File: src/rtl/cfa_pkg.sv
// cfa_pkg: shared types, field widths and codes of the contiguous fit allocator.
// No dependencies; imported by the interfaces and every module.
`default_nettype none

package cfa_pkg;

  localparam int MEM_UNITS_DEF = 32;

  localparam int OP_W     = 1;
  localparam int SIZE_W   = 6;
  localparam int OWNER_W  = 8;
  localparam int STATUS_W = 2;
  localparam int START_W  = 5;
  localparam int LENGTH_W = 6;
  localparam int POL_W    = 2;

  localparam logic [OP_W-1:0] OP_ALLOC = 1'b0;
  localparam logic [OP_W-1:0] OP_FREE  = 1'b1;

  localparam logic [POL_W-1:0] POL_FIRST = 2'd0;
  localparam logic [POL_W-1:0] POL_BEST  = 2'd1;
  localparam logic [POL_W-1:0] POL_WORST = 2'd2;

  localparam logic [STATUS_W-1:0] ST_DONE     = 2'd0;
  localparam logic [STATUS_W-1:0] ST_NO_HOLE  = 2'd1;
  localparam logic [STATUS_W-1:0] ST_NO_OWNER = 2'd2;

  typedef struct packed {
    logic [OP_W-1:0]    op;
    logic [SIZE_W-1:0]  request_size;
    logic [OWNER_W-1:0] owner_id;
  } cfa_req_t;

  typedef struct packed {
    logic [STATUS_W-1:0] status;
    logic [START_W-1:0]  seg_start;
    logic [LENGTH_W-1:0] seg_length;
  } cfa_rsp_t;

  typedef struct packed {
    logic               used;
    logic               head;
    logic [OWNER_W-1:0] owner;
  } cfa_entry_t;

endpackage

`default_nettype wire

File: src/rtl/cfa_if.sv
// cfa_req_if / cfa_rsp_if: valid/ready channels for request and result words.
// Depends on cfa_pkg.
`default_nettype none

interface cfa_req_if
  import cfa_pkg::*;
  ();
  logic               valid;
  logic               ready;
  logic [OP_W-1:0]    op;
  logic [SIZE_W-1:0]  request_size;
  logic [OWNER_W-1:0] owner_id;

  modport source (output valid, output op, output request_size, output owner_id,
                  input ready);
  modport sink   (input valid, input op, input request_size, input owner_id,
                  output ready);
endinterface

interface cfa_rsp_if
  import cfa_pkg::*;
  ();
  logic                valid;
  logic                ready;
  logic [STATUS_W-1:0] status;
  logic [START_W-1:0]  seg_start;
  logic [LENGTH_W-1:0] seg_length;

  modport source (output valid, output status, output seg_start, output seg_length,
                  input ready);
  modport sink   (input valid, input status, input seg_start, input seg_length,
                  output ready);
endinterface

`default_nettype wire

File: src/rtl/contiguous_fit_allocator_unit.sv
// contiguous_fit_allocator_unit: top level; policy register, engine, result register.
// Depends on cfa_pkg, cfa_if and cfa_engine.
//
//   channel   dir  handshake     word
//   in_req    in   valid/ready   op, request_size, owner_id
//   out_rsp   out  valid/ready   status, seg_start, seg_length
//   cfg_*     in   cfg_we        fit_policy
//
// Allocate scans all units, then writes request_size units on success; free stops at the
// segment's end. Both scans are set by the one-unit-per-cycle read port of the unit map.
// After reset a clearing pass over all MEM_UNITS units runs with in_req.ready low.
// One word at a time; the next is taken while the last result waits in out_rsp.
`default_nettype none

module contiguous_fit_allocator_unit
  import cfa_pkg::*;
#(
  parameter int MEM_UNITS = MEM_UNITS_DEF
) (
  input  wire logic             clk,
  input  wire logic             rst_n,
  input  wire logic             cfg_we,
  input  wire logic [POL_W-1:0] cfg_wdata,
  cfa_req_if.sink               in_req,
  cfa_rsp_if.source             out_rsp
);

  logic [POL_W-1:0] policy_r;
  logic             out_valid_r;
  cfa_rsp_t         out_data_r;
  cfa_req_t         req;
  logic             res_valid;
  logic             res_ready;
  cfa_rsp_t         res;

  assign req.op           = in_req.op;
  assign req.request_size = in_req.request_size;
  assign req.owner_id     = in_req.owner_id;

  assign res_ready = !out_valid_r || out_rsp.ready;

  cfa_engine #(.MEM_UNITS(MEM_UNITS)) u_engine (
    .clk        (clk),
    .rst_n      (rst_n),
    .fit_policy (policy_r),
    .req_valid  (in_req.valid),
    .req_ready  (in_req.ready),
    .req        (req),
    .res_valid  (res_valid),
    .res_ready  (res_ready),
    .res        (res)
  );

  always_ff @(posedge clk) begin
    if (!rst_n) begin
      policy_r    <= POL_FIRST;
      out_valid_r <= 1'b0;
    end else begin
      if (cfg_we) begin
        policy_r <= cfg_wdata;
      end
      if (res_ready) begin
        out_valid_r <= res_valid;
      end
    end
  end

  always_ff @(posedge clk) begin
    if (res_ready && res_valid) begin
      out_data_r <= res;
    end
  end

  assign out_rsp.valid      = out_valid_r;
  assign out_rsp.status     = out_data_r.status;
  assign out_rsp.seg_start  = out_data_r.seg_start;
  assign out_rsp.seg_length = out_data_r.seg_length;

endmodule

`default_nettype wire

File: src/rtl/cfa_fit_cmp.sv
// cfa_fit_cmp: hole compare unit; decides whether a closed hole replaces the pick.
// Depends on cfa_pkg.
`default_nettype none

module cfa_fit_cmp
  import cfa_pkg::*;
#(
  parameter int L_W = 6
) (
  input  wire logic [POL_W-1:0]  fit_policy,
  input  wire logic [SIZE_W-1:0] req_size,
  input  wire logic [L_W-1:0]    hole_len,
  input  wire logic [L_W-1:0]    pick_len,
  input  wire logic              found,
  output logic                   take
);

  localparam int CW = (L_W > SIZE_W) ? L_W : SIZE_W;

  logic fits;

  assign fits = (req_size != '0) && (CW'(hole_len) >= CW'(req_size));

  always_comb begin
    take = 1'b0;
    if (fits) begin
      if (!found) begin
        take = 1'b1;
      end else begin
        unique case (fit_policy)
          POL_BEST:  take = (hole_len < pick_len);
          POL_WORST: take = (hole_len > pick_len);
          default:   take = 1'b0;
        endcase
      end
    end
  end

endmodule

`default_nettype wire

File: src/rtl/cfa_engine.sv
// cfa_engine: unit map memory and the sequencer that clears, scans and writes it.
// Depends on cfa_pkg and cfa_fit_cmp.
`default_nettype none

module cfa_engine
  import cfa_pkg::*;
#(
  parameter int MEM_UNITS = MEM_UNITS_DEF
) (
  input  wire logic             clk,
  input  wire logic             rst_n,
  input  wire logic [POL_W-1:0] fit_policy,
  input  wire logic             req_valid,
  output logic                  req_ready,
  input  wire cfa_req_t         req,
  output logic                  res_valid,
  input  wire logic             res_ready,
  output cfa_rsp_t              res
);

  localparam int A_W = (MEM_UNITS > 1) ? $clog2(MEM_UNITS) : 1;
  localparam int L_W = $clog2(MEM_UNITS + 1);
  localparam logic [A_W-1:0] LAST = A_W'(MEM_UNITS - 1);

  localparam logic [2:0] S_CLR   = 3'd0;
  localparam logic [2:0] S_IDLE  = 3'd1;
  localparam logic [2:0] S_SCAN  = 3'd2;
  localparam logic [2:0] S_WRITE = 3'd3;
  localparam logic [2:0] S_DONE  = 3'd4;

  cfa_entry_t mem [MEM_UNITS];

  logic [2:0]         state_r, state_nxt;
  logic [A_W-1:0]     scan_addr_r, scan_addr_nxt;
  logic               issue_r, issue_nxt;
  logic               rd_vld_r;
  logic [A_W-1:0]     rd_addr_r;
  cfa_entry_t         rd_data_r;
  logic               rd_en;
  cfa_req_t           req_r, req_nxt;
  logic               found_r, found_nxt;
  logic [A_W-1:0]     pick_start_r, pick_start_nxt;
  logic [L_W-1:0]     pick_len_r, pick_len_nxt;
  logic [A_W-1:0]     hole_start_r, hole_start_nxt;
  logic [L_W-1:0]     hole_len_r, hole_len_nxt;
  logic [SIZE_W-1:0]  cnt_r, cnt_nxt;
  cfa_rsp_t           res_r, res_nxt;

  logic               we;
  logic [A_W-1:0]     wa;
  cfa_entry_t         wd;

  logic               ev_en;
  logic [A_W-1:0]     ev_start;
  logic [L_W-1:0]     ev_len;
  logic               take;
  logic [L_W-1:0]     cur_len;
  logic [A_W-1:0]     cur_start;
  logic               last_rd;
  logic               owner_hit;

  function automatic logic [L_W-1:0] cur_len_free(input logic [L_W-1:0] n);
    cur_len_free = L_W'(n + 1'b1);
  endfunction

  cfa_fit_cmp #(.L_W(L_W)) u_fit_cmp (
    .fit_policy (fit_policy),
    .req_size   (req_r.request_size),
    .hole_len   (ev_len),
    .pick_len   (pick_len_r),
    .found      (found_r),
    .take       (take)
  );

  assign req_ready = (state_r == S_IDLE);
  assign res_valid = (state_r == S_DONE);
  assign res       = res_r;
  assign rd_en     = (state_r == S_SCAN) && issue_r;
  assign last_rd   = (rd_addr_r == LAST);
  assign cur_len   = L_W'(hole_len_r + 1'b1);
  assign cur_start = (hole_len_r == '0) ? rd_addr_r : hole_start_r;
  assign owner_hit = rd_data_r.used && rd_data_r.head && (rd_data_r.owner == req_r.owner_id);

  always_comb begin
    ev_en    = 1'b0;
    ev_start = hole_start_r;
    ev_len   = hole_len_r;
    if (state_r == S_SCAN && rd_vld_r && req_r.op == OP_ALLOC) begin
      if (!rd_data_r.used) begin
        ev_en    = last_rd;
        ev_start = cur_start;
        ev_len   = cur_len;
      end else begin
        ev_en = 1'b1;
      end
    end
  end

  always_comb begin
    state_nxt      = state_r;
    scan_addr_nxt  = scan_addr_r;
    issue_nxt      = issue_r;
    req_nxt        = req_r;
    found_nxt      = found_r;
    pick_start_nxt = pick_start_r;
    pick_len_nxt   = pick_len_r;
    hole_start_nxt = hole_start_r;
    hole_len_nxt   = hole_len_r;
    cnt_nxt        = cnt_r;
    res_nxt        = res_r;
    we             = 1'b0;
    wa             = scan_addr_r;
    wd             = '0;

    unique case (state_r)
      S_CLR: begin
        we = 1'b1;
        if (scan_addr_r == LAST) begin
          state_nxt = S_IDLE;
        end else begin
          scan_addr_nxt = scan_addr_r + 1'b1;
        end
      end
      S_IDLE: begin
        if (req_valid) begin
          req_nxt        = req;
          state_nxt      = S_SCAN;
          scan_addr_nxt  = '0;
          issue_nxt      = 1'b1;
          found_nxt      = 1'b0;
          pick_start_nxt = '0;
          pick_len_nxt   = '0;
          hole_start_nxt = '0;
          hole_len_nxt   = '0;
        end
      end
      S_SCAN: begin
        if (issue_r) begin
          if (scan_addr_r == LAST) begin
            issue_nxt = 1'b0;
          end else begin
            scan_addr_nxt = scan_addr_r + 1'b1;
          end
        end
        if (rd_vld_r) begin
          if (req_r.op == OP_ALLOC) begin
            if (!rd_data_r.used) begin
              hole_start_nxt = cur_start;
              hole_len_nxt   = cur_len;
            end else begin
              hole_len_nxt = '0;
            end
            if (ev_en && take) begin
              found_nxt      = 1'b1;
              pick_start_nxt = ev_start;
              pick_len_nxt   = ev_len;
            end
            if (last_rd) begin
              if (found_nxt) begin
                state_nxt = S_WRITE;
                cnt_nxt   = '0;
              end else begin
                state_nxt = S_DONE;
                res_nxt   = '{status: ST_NO_HOLE, seg_start: '0, seg_length: '0};
              end
            end
          end else begin
            // free: find owner's head and clear it, then clear its tail units
            wa = rd_addr_r;
            if (!found_r) begin
              if (owner_hit) begin
                we             = 1'b1;
                found_nxt      = 1'b1;
                pick_start_nxt = rd_addr_r;
                pick_len_nxt   = L_W'(1);
              end
              if (last_rd) begin
                state_nxt = S_DONE;
                issue_nxt = 1'b0;
                if (owner_hit) begin
                  res_nxt = '{status: ST_DONE, seg_start: START_W'(rd_addr_r),
                              seg_length: LENGTH_W'(1)};
                end else begin
                  res_nxt = '{status: ST_NO_OWNER, seg_start: '0, seg_length: '0};
                end
              end
            end else if (rd_data_r.used && !rd_data_r.head) begin
              we           = 1'b1;
              pick_len_nxt = cur_len_free(pick_len_r);
              if (last_rd) begin
                state_nxt = S_DONE;
                issue_nxt = 1'b0;
                res_nxt   = '{status: ST_DONE, seg_start: START_W'(pick_start_r),
                              seg_length: LENGTH_W'(pick_len_nxt)};
              end
            end else begin
              state_nxt = S_DONE;
              issue_nxt = 1'b0;
              res_nxt   = '{status: ST_DONE, seg_start: START_W'(pick_start_r),
                            seg_length: LENGTH_W'(pick_len_r)};
            end
          end
        end
      end
      S_WRITE: begin
        we       = 1'b1;
        wa       = A_W'(pick_start_r + A_W'(cnt_r));
        wd.used  = 1'b1;
        wd.head  = (cnt_r == '0);
        wd.owner = req_r.owner_id;
        cnt_nxt  = cnt_r + 1'b1;
        if (cnt_r == SIZE_W'(req_r.request_size - 1'b1)) begin
          state_nxt = S_DONE;
          res_nxt   = '{status: ST_DONE, seg_start: START_W'(pick_start_r),
                        seg_length: req_r.request_size};
        end
      end
      S_DONE: begin
        if (res_ready) begin
          state_nxt = S_IDLE;
        end
      end
      default: begin
        state_nxt = S_IDLE;
      end
    endcase
  end

  always_ff @(posedge clk) begin
    if (we) begin
      mem[wa] <= wd;
    end
    if (rd_en) begin
      rd_data_r <= mem[scan_addr_r];
    end
  end

  always_ff @(posedge clk) begin
    if (!rst_n) begin
      state_r     <= S_CLR;
      scan_addr_r <= '0;
      issue_r     <= 1'b0;
      rd_vld_r    <= 1'b0;
      found_r     <= 1'b0;
    end else begin
      state_r     <= state_nxt;
      scan_addr_r <= scan_addr_nxt;
      issue_r     <= issue_nxt;
      rd_vld_r    <= rd_en;
      found_r     <= found_nxt;
    end
  end

  always_ff @(posedge clk) begin
    rd_addr_r    <= scan_addr_r;
    req_r        <= req_nxt;
    pick_start_r <= pick_start_nxt;
    pick_len_r   <= pick_len_nxt;
    hole_start_r <= hole_start_nxt;
    hole_len_r   <= hole_len_nxt;
    cnt_r        <= cnt_nxt;
    res_r        <= res_nxt;
  end

endmodule

`default_nettype wire
File: src/flat_wrapper.sv
// flat-port wrapper written by rule: the top's interface ports become plain ports
module contiguous_fit_allocator_unit_flat import cfa_pkg::*;
#(
  parameter int MEM_UNITS = MEM_UNITS_DEF
)
  (clk, rst_n, cfg_we, cfg_wdata, in_req_valid, in_req_op, in_req_request_size, in_req_owner_id, in_req_ready, out_rsp_valid, out_rsp_status, out_rsp_seg_start, out_rsp_seg_length, out_rsp_ready);
  cfa_req_if in_req_i ();
  cfa_rsp_if out_rsp_i ();
  input  wire logic clk;
  input  wire logic rst_n;
  input  wire logic cfg_we;
  input  wire logic [POL_W-1:0] cfg_wdata;
  input wire logic [$bits(in_req_i.valid)-1:0] in_req_valid;
  input wire logic [$bits(in_req_i.op)-1:0] in_req_op;
  input wire logic [$bits(in_req_i.request_size)-1:0] in_req_request_size;
  input wire logic [$bits(in_req_i.owner_id)-1:0] in_req_owner_id;
  output wire logic [$bits(in_req_i.ready)-1:0] in_req_ready;
  output wire logic [$bits(out_rsp_i.valid)-1:0] out_rsp_valid;
  output wire logic [$bits(out_rsp_i.status)-1:0] out_rsp_status;
  output wire logic [$bits(out_rsp_i.seg_start)-1:0] out_rsp_seg_start;
  output wire logic [$bits(out_rsp_i.seg_length)-1:0] out_rsp_seg_length;
  input wire logic [$bits(out_rsp_i.ready)-1:0] out_rsp_ready;
  assign in_req_i.valid = in_req_valid;
  assign in_req_i.op = in_req_op;
  assign in_req_i.request_size = in_req_request_size;
  assign in_req_i.owner_id = in_req_owner_id;
  assign in_req_ready = in_req_i.ready;
  assign out_rsp_valid = out_rsp_i.valid;
  assign out_rsp_status = out_rsp_i.status;
  assign out_rsp_seg_start = out_rsp_i.seg_start;
  assign out_rsp_seg_length = out_rsp_i.seg_length;
  assign out_rsp_i.ready = out_rsp_ready;
  contiguous_fit_allocator_unit #(.MEM_UNITS(MEM_UNITS)) u_core (.clk(clk), .rst_n(rst_n), .cfg_we(cfg_we), .cfg_wdata(cfg_wdata), .in_req(in_req_i), .out_rsp(out_rsp_i));
endmodule
File: config.mk
export PLATFORM = sky130hd
export DESIGN_NAME = contiguous_fit_allocator_unit_flat
export DESIGN_NICKNAME = d
export VERILOG_FILES = /design/src/rtl/cfa_pkg.sv /design/src/rtl/cfa_if.sv /design/src/rtl/contiguous_fit_allocator_unit.sv /design/src/rtl/cfa_fit_cmp.sv /design/src/rtl/cfa_engine.sv /design/src/flat_wrapper.sv
export SDC_FILE = /design/constraint.sdc
export NUM_CORES = 1
export LEC_CHECK = 0
export BUFFER_PORTS_ARGS = -buffer_cell sky130_fd_sc_hd__buf_2
export CORE_ASPECT_RATIO = 0.7
export CORE_MARGIN = 4
export CORE_UTILIZATION = 60
export DETAILED_ROUTE_END_ITERATION = 6
export PLACE_DENSITY = 0.78
export SLEW_MARGIN = 30
export SYNTH_ARGS = -nofsm -noshare
export SYNTH_HDL_FRONTEND = slang
export SYNTH_SLANG_ARGS = --single-unit
export TNS_END_PERCENT = 100
File: constraint.sdc
create_clock -name clk -period 6.4 [get_ports clk]
set_clock_uncertainty 0.1 [all_clocks]
set_input_delay 1.28 -clock clk [delete_from_list [all_inputs] [get_ports clk]]
set_output_delay 1.28 -clock clk [all_outputs]
set_load 0.01 [all_outputs]
==> results.py <==
metrics = {
    "global_route": {
        "grt_pass1_vias": 8789,
        "overflow": 0,
        "grt_max_degree": 65,
        "antenna_found_initial": 1,
        "grt_first_pass_wirelength_mm": 57.1,
        "grtUsageTotal_pct": 24.4,
    },
    "clock_tree": {
        "postCtsHoldBufs": 0,
        "post_cts_resized": 0,
        "clk_latency_ps": 540,
        "clock_path_buffers": 3,
        "clockRootBuffer": "clkbuf_16",
        "cts.clk_slew.worst_paths_ps": 60,
        "cts_tree": "done",
        "cts_made_buffers": 39,
        "htree_levels": 2,
        "clock-sinks": 418,
        "postCtsSetupRepairBufs": 0,
    },
    "sta": {
        "final-hold-violation-count": 0,
        "drv_slew": 0,
        "timing.slew.headroom_pct": 35.8,
        "tns_ps": 0,
        "fmax_mhz": 236,
        "min_period_over_period_pct": 66.3,
        "min_period_ps": 4240,
        "setup_viol": 0,
        "rsz0062_at_grt": "no",
        "worstMarginPinSlew_ps": 959,
    },
    "logic_synthesis": {
        "seq_area_frac_synth_pct": 70.1,
        "syn_inst": 1008,
        "ys_seq_elements": 418,
        "synthTopCellsByArea": "edfxtp_1 (68%), mux4_2 (13%), dfxtp_1 (2.2%)",
        "yosysWarnings": 0,
        "synth_cell_types": 58,
        "syn-cell-area_mm2": 0.0176,
        "synth_top_area_cell": "edfxtp_1",
        "yosysTopAreaCellShare_pct": 68.0,
        "synth_edf_count": 399,
        "syn-num-nets": 1058,
        "synth.avg_cell_area_um2": 17.5,
        "synthFlopType": "edfxtp_1",
        "async_flop_share_pct": 0,
    },
    "finish": {
        "antenna_cells": 0,
        "syn_to_final_growth_pct": 11.0,
        "final_common_cell": "edfxtp_1",
        "drive_gt1_share_pct": 23.3,
        "fin_area_mm2": 0.0196,
        "nNetsFinal": 1115,
        "final.fill_count": 1840,
        "layout_common_cells": "edfxtp_1 (399), mux4_2 (100), nor2_1 (65)",
        "multi_input_area_mm2": 0.00500,
        "seq_area_mm2": 0.0124,
    },
    "detailed_routing": {
        "drt-pass1-iter-count": 6,
        "routed.top_layer": "met4",
        "m1WireLength_mm": 17.2,
        "drt_iter0_drc": 1360,
        "drt-total-wl_mm": 38.4,
        "wl_met3_mm": 4.16,
        "drc": 0,
        "routed_via_density": 6.41,
        "route.antenna.remaining_nets": 0,
        "via_count": 9423,
        "dr_wl_met2_mm": 16.5,
        "drt-wirelength-per-cell_um": 26.1,
    },
    "placed_design": {
        "dp_hpwl_mm": 25.0,
        "gp_congestion": 0.911,
        "place_area_mm2": 0.0183,
        "port_buffers": 36,
    },
    "critical_path": {
        "cp_max_fo": 31,
        "crit_chain": "buf_4 > or4b_1 > or2_2 > nor2_1 > xor2_1 > ha_1 > a21o_1 > a21o_1 > o2111ai_1 > nand3_1 > nor3_1",
        "rr_worst_depth": 11,
        "cp-start-kind": "flip-flop",
        "crit_top_cell": "a21o_1",
        "critPathArrivalTime_ps": 4310,
        "slowest_delay_ps": 720,
        "required_ps": 6470,
        "end_kind": "flip-flop",
        "worstReg2RegEnd": "u_core.u_engine.pick_start_r[3]$_SDFFCE_PP0P_",
        "cp_slowest_cell": "or4b_1",
        "ff2ff_setup_slack_ps": 2160,
        "timing.rr.start": "u_core.u_engine.state_r[0]$_SDFFE_PN0P_",
        "path_class": "reg2reg",
    },
    "floorplan": {
        "chipWidth_um": 213,
        "design.die.area_mm2": 0.0322,
        "core_mm2": 0.0290,
        "fp.dieH_um": 151,
        "pin_count": 37,
        "core.rowCount": 52,
        "start_util_pct": 60.9,
    },
    "outcome": {
        "status": "completed",
    },
    "worst_hold_path": {
        "hold_start": "u_core.u_engine.res[12]$_SDFFCE_PP0P_",
        "min_path_cells": 0,
        "hp-class": "reg2reg",
        "min_to": "u_core.out_rsp.status[1]$_DFFE_PP_",
    },
    "pwr": {
        "p_per_area_mw_per_mm2": 278,
        "peakVddDrop_uv": 272,
        "leakagePower_nw": 5.76,
    },
    "run": {
        "max_cap_violations": 0,
    },
}
==> cells in the mapped netlist (6+ instances only) <==
library cell and count:
buf_1 6, ha_1 27, mux2_2 10, a21oi_1 32
o21ai_0 15, nand3_1 28, dfxtp_1 19, nor2_1 72
inv_1 29, xnor2_1 22, and3_1 15, clkbuf_1 29
nor3_1 24, mux4_2 100, nor2b_1 6, nand2_1 37
o31ai_1 6, nand4_1 6, mux2i_1 12, xor2_1 23
nand2b_1 7, buf_2 14, edfxtp_1 399
==> registers in the layout (all words and copies together), names as in the netlist <==
| signal | cells |
|---|---|
| u_core.u_engine.rd_vld_r | 1 |
| u_core.u_engine.rd_data_r | 10 |
| u_core.u_engine.res | 13 |
| u_core.out_rsp.valid | 1 |
| u_core.out_rsp.status | 2 |
| u_core.u_engine.issue_r | 1 |
| u_core.u_engine.found_r | 1 |
| u_core.u_engine.req_r | 15 |
| u_core.u_engine.mem | 320 |
| u_core.u_engine.scan_addr_r | 5 |
| u_core.policy_r | 2 |
| u_core.out_rsp.seg_length | 6 |
| u_core.u_engine.hole_len_r | 6 |
| u_core.u_engine.pick_start_r | 5 |
| u_core.u_engine.rd_addr_r | 5 |
| u_core.out_rsp.seg_start | 5 |
| u_core.u_engine.cnt_r | 6 |
| u_core.u_engine.state_r | 3 |
| u_core.u_engine.hole_start_r | 5 |
| u_core.u_engine.pick_len_r | 6 |
==> worst max-delay path by stage <==
| stage | start | end | slack (ps) | cells after the start |
|---|---|---|---|---|
| 6_report | u_core.u_engine.state_r[0]$_SDFFE_PN0P_ | u_core.u_engine.pick_start_r[3]$_SDFFCE_PP0P_ | 2160 | 11 |
| 5_1_grt | u_core.u_engine.state_r[0]$_SDFFE_PN0P_ | u_core.u_engine.pick_len_r[2]$_SDFFCE_PP0P_ | 1920 | 11 |
| 4_1_cts | u_core.u_engine.cnt_r[0]$_SDFFCE_PN0P_ | u_core.u_engine.mem[26][3]$_DFFE_PP_ | 2040 | 8 |
| 3_5_place_dp | u_core.u_engine.cnt_r[0]$_SDFFCE_PN0P_ | u_core.u_engine.mem[26][4]$_DFFE_PP_ | 2150 | 8 |
| 3_3_place_gp | u_core.u_engine.state_r[0]$_SDFFE_PN0P_ | u_core.u_engine.pick_len_r[4]$_SDFFCE_PP0P_ | 2340 | 11 |
| 2_1_floorplan | u_core.u_engine.state_r[2]$_SDFFE_PN0P_ | u_core.u_engine.res[0]$_DFFE_PP_ | 1830 | 11 |
==> layer usage <==
metal  GRT usage (%)  vias to the layer above
li1                -                     4130
met4            4.47                        0
met2            33.3                      490
met1            39.8                     4761
met3            6.98                       42
met5               0                        -
==> area by class of cell <==
type | count | share of cell area [%]
clock buffers | 55 | 5.51
clock inverters | 14 | 0.614
inverters | 31 | 0.595
multi-input cells | 508 | 25.6
flip-flops and latches | 418 | 63.2
well taps | 378 | 2.42
repair buffers | 67 | 2.11
==> cell families (layout without fill, tap and decap cells) <==
family                     Yosys count  count (layout)  share of synthesized area (%)
xor gates and xnor gates            45              45                           2.24
adders and majority gates           28              28                           2.03
muxes                              122             122                           14.1
AOI/OAI and AO/OA                   92              92                           3.45
DFF                                418             418                           70.1
buffers and inverters               82             167                           1.89
and+or+nand+nor                    221             221                           6.18
==> power breakdown <==
part / internal, W / total [W] / switching [W]
sequential: 0.00299 / 0.00302 / 0.0000282
combinational: 0.000106 / 0.000226 / 0.000120
clock: 0.00126 / 0.00221 / 0.000948
==> metrics by stage <==
step                total power [W]  utilization [%]  instances  hold slack, ps  worst slack, ps
floorplan                   0.00322                -       1008             226             1830
global placement            0.00329             63.3       1402             304             2340
detailed placement          0.00330             63.3       1402             305             2150
CTS                         0.00547             67.5       1471             318             2040
global route                0.00562             67.6       1471             322             1920
finish                      0.00545             67.6       1471             318             2160
==> critical path: cells and delay by family, from the launching register on <==
kind | cells | cell delay [ps]
XOR/XNOR | 1 | 340
flip-flops | 1 | 300
AND/OR/NAND/NOR | 5 | 2030
AO/OA/AOI/OAI | 3 | 560
adder cells (fa/ha/maj) | 1 | 320
buffers and inverters | 1 | 220
Power figures use the tool's default switching activity.
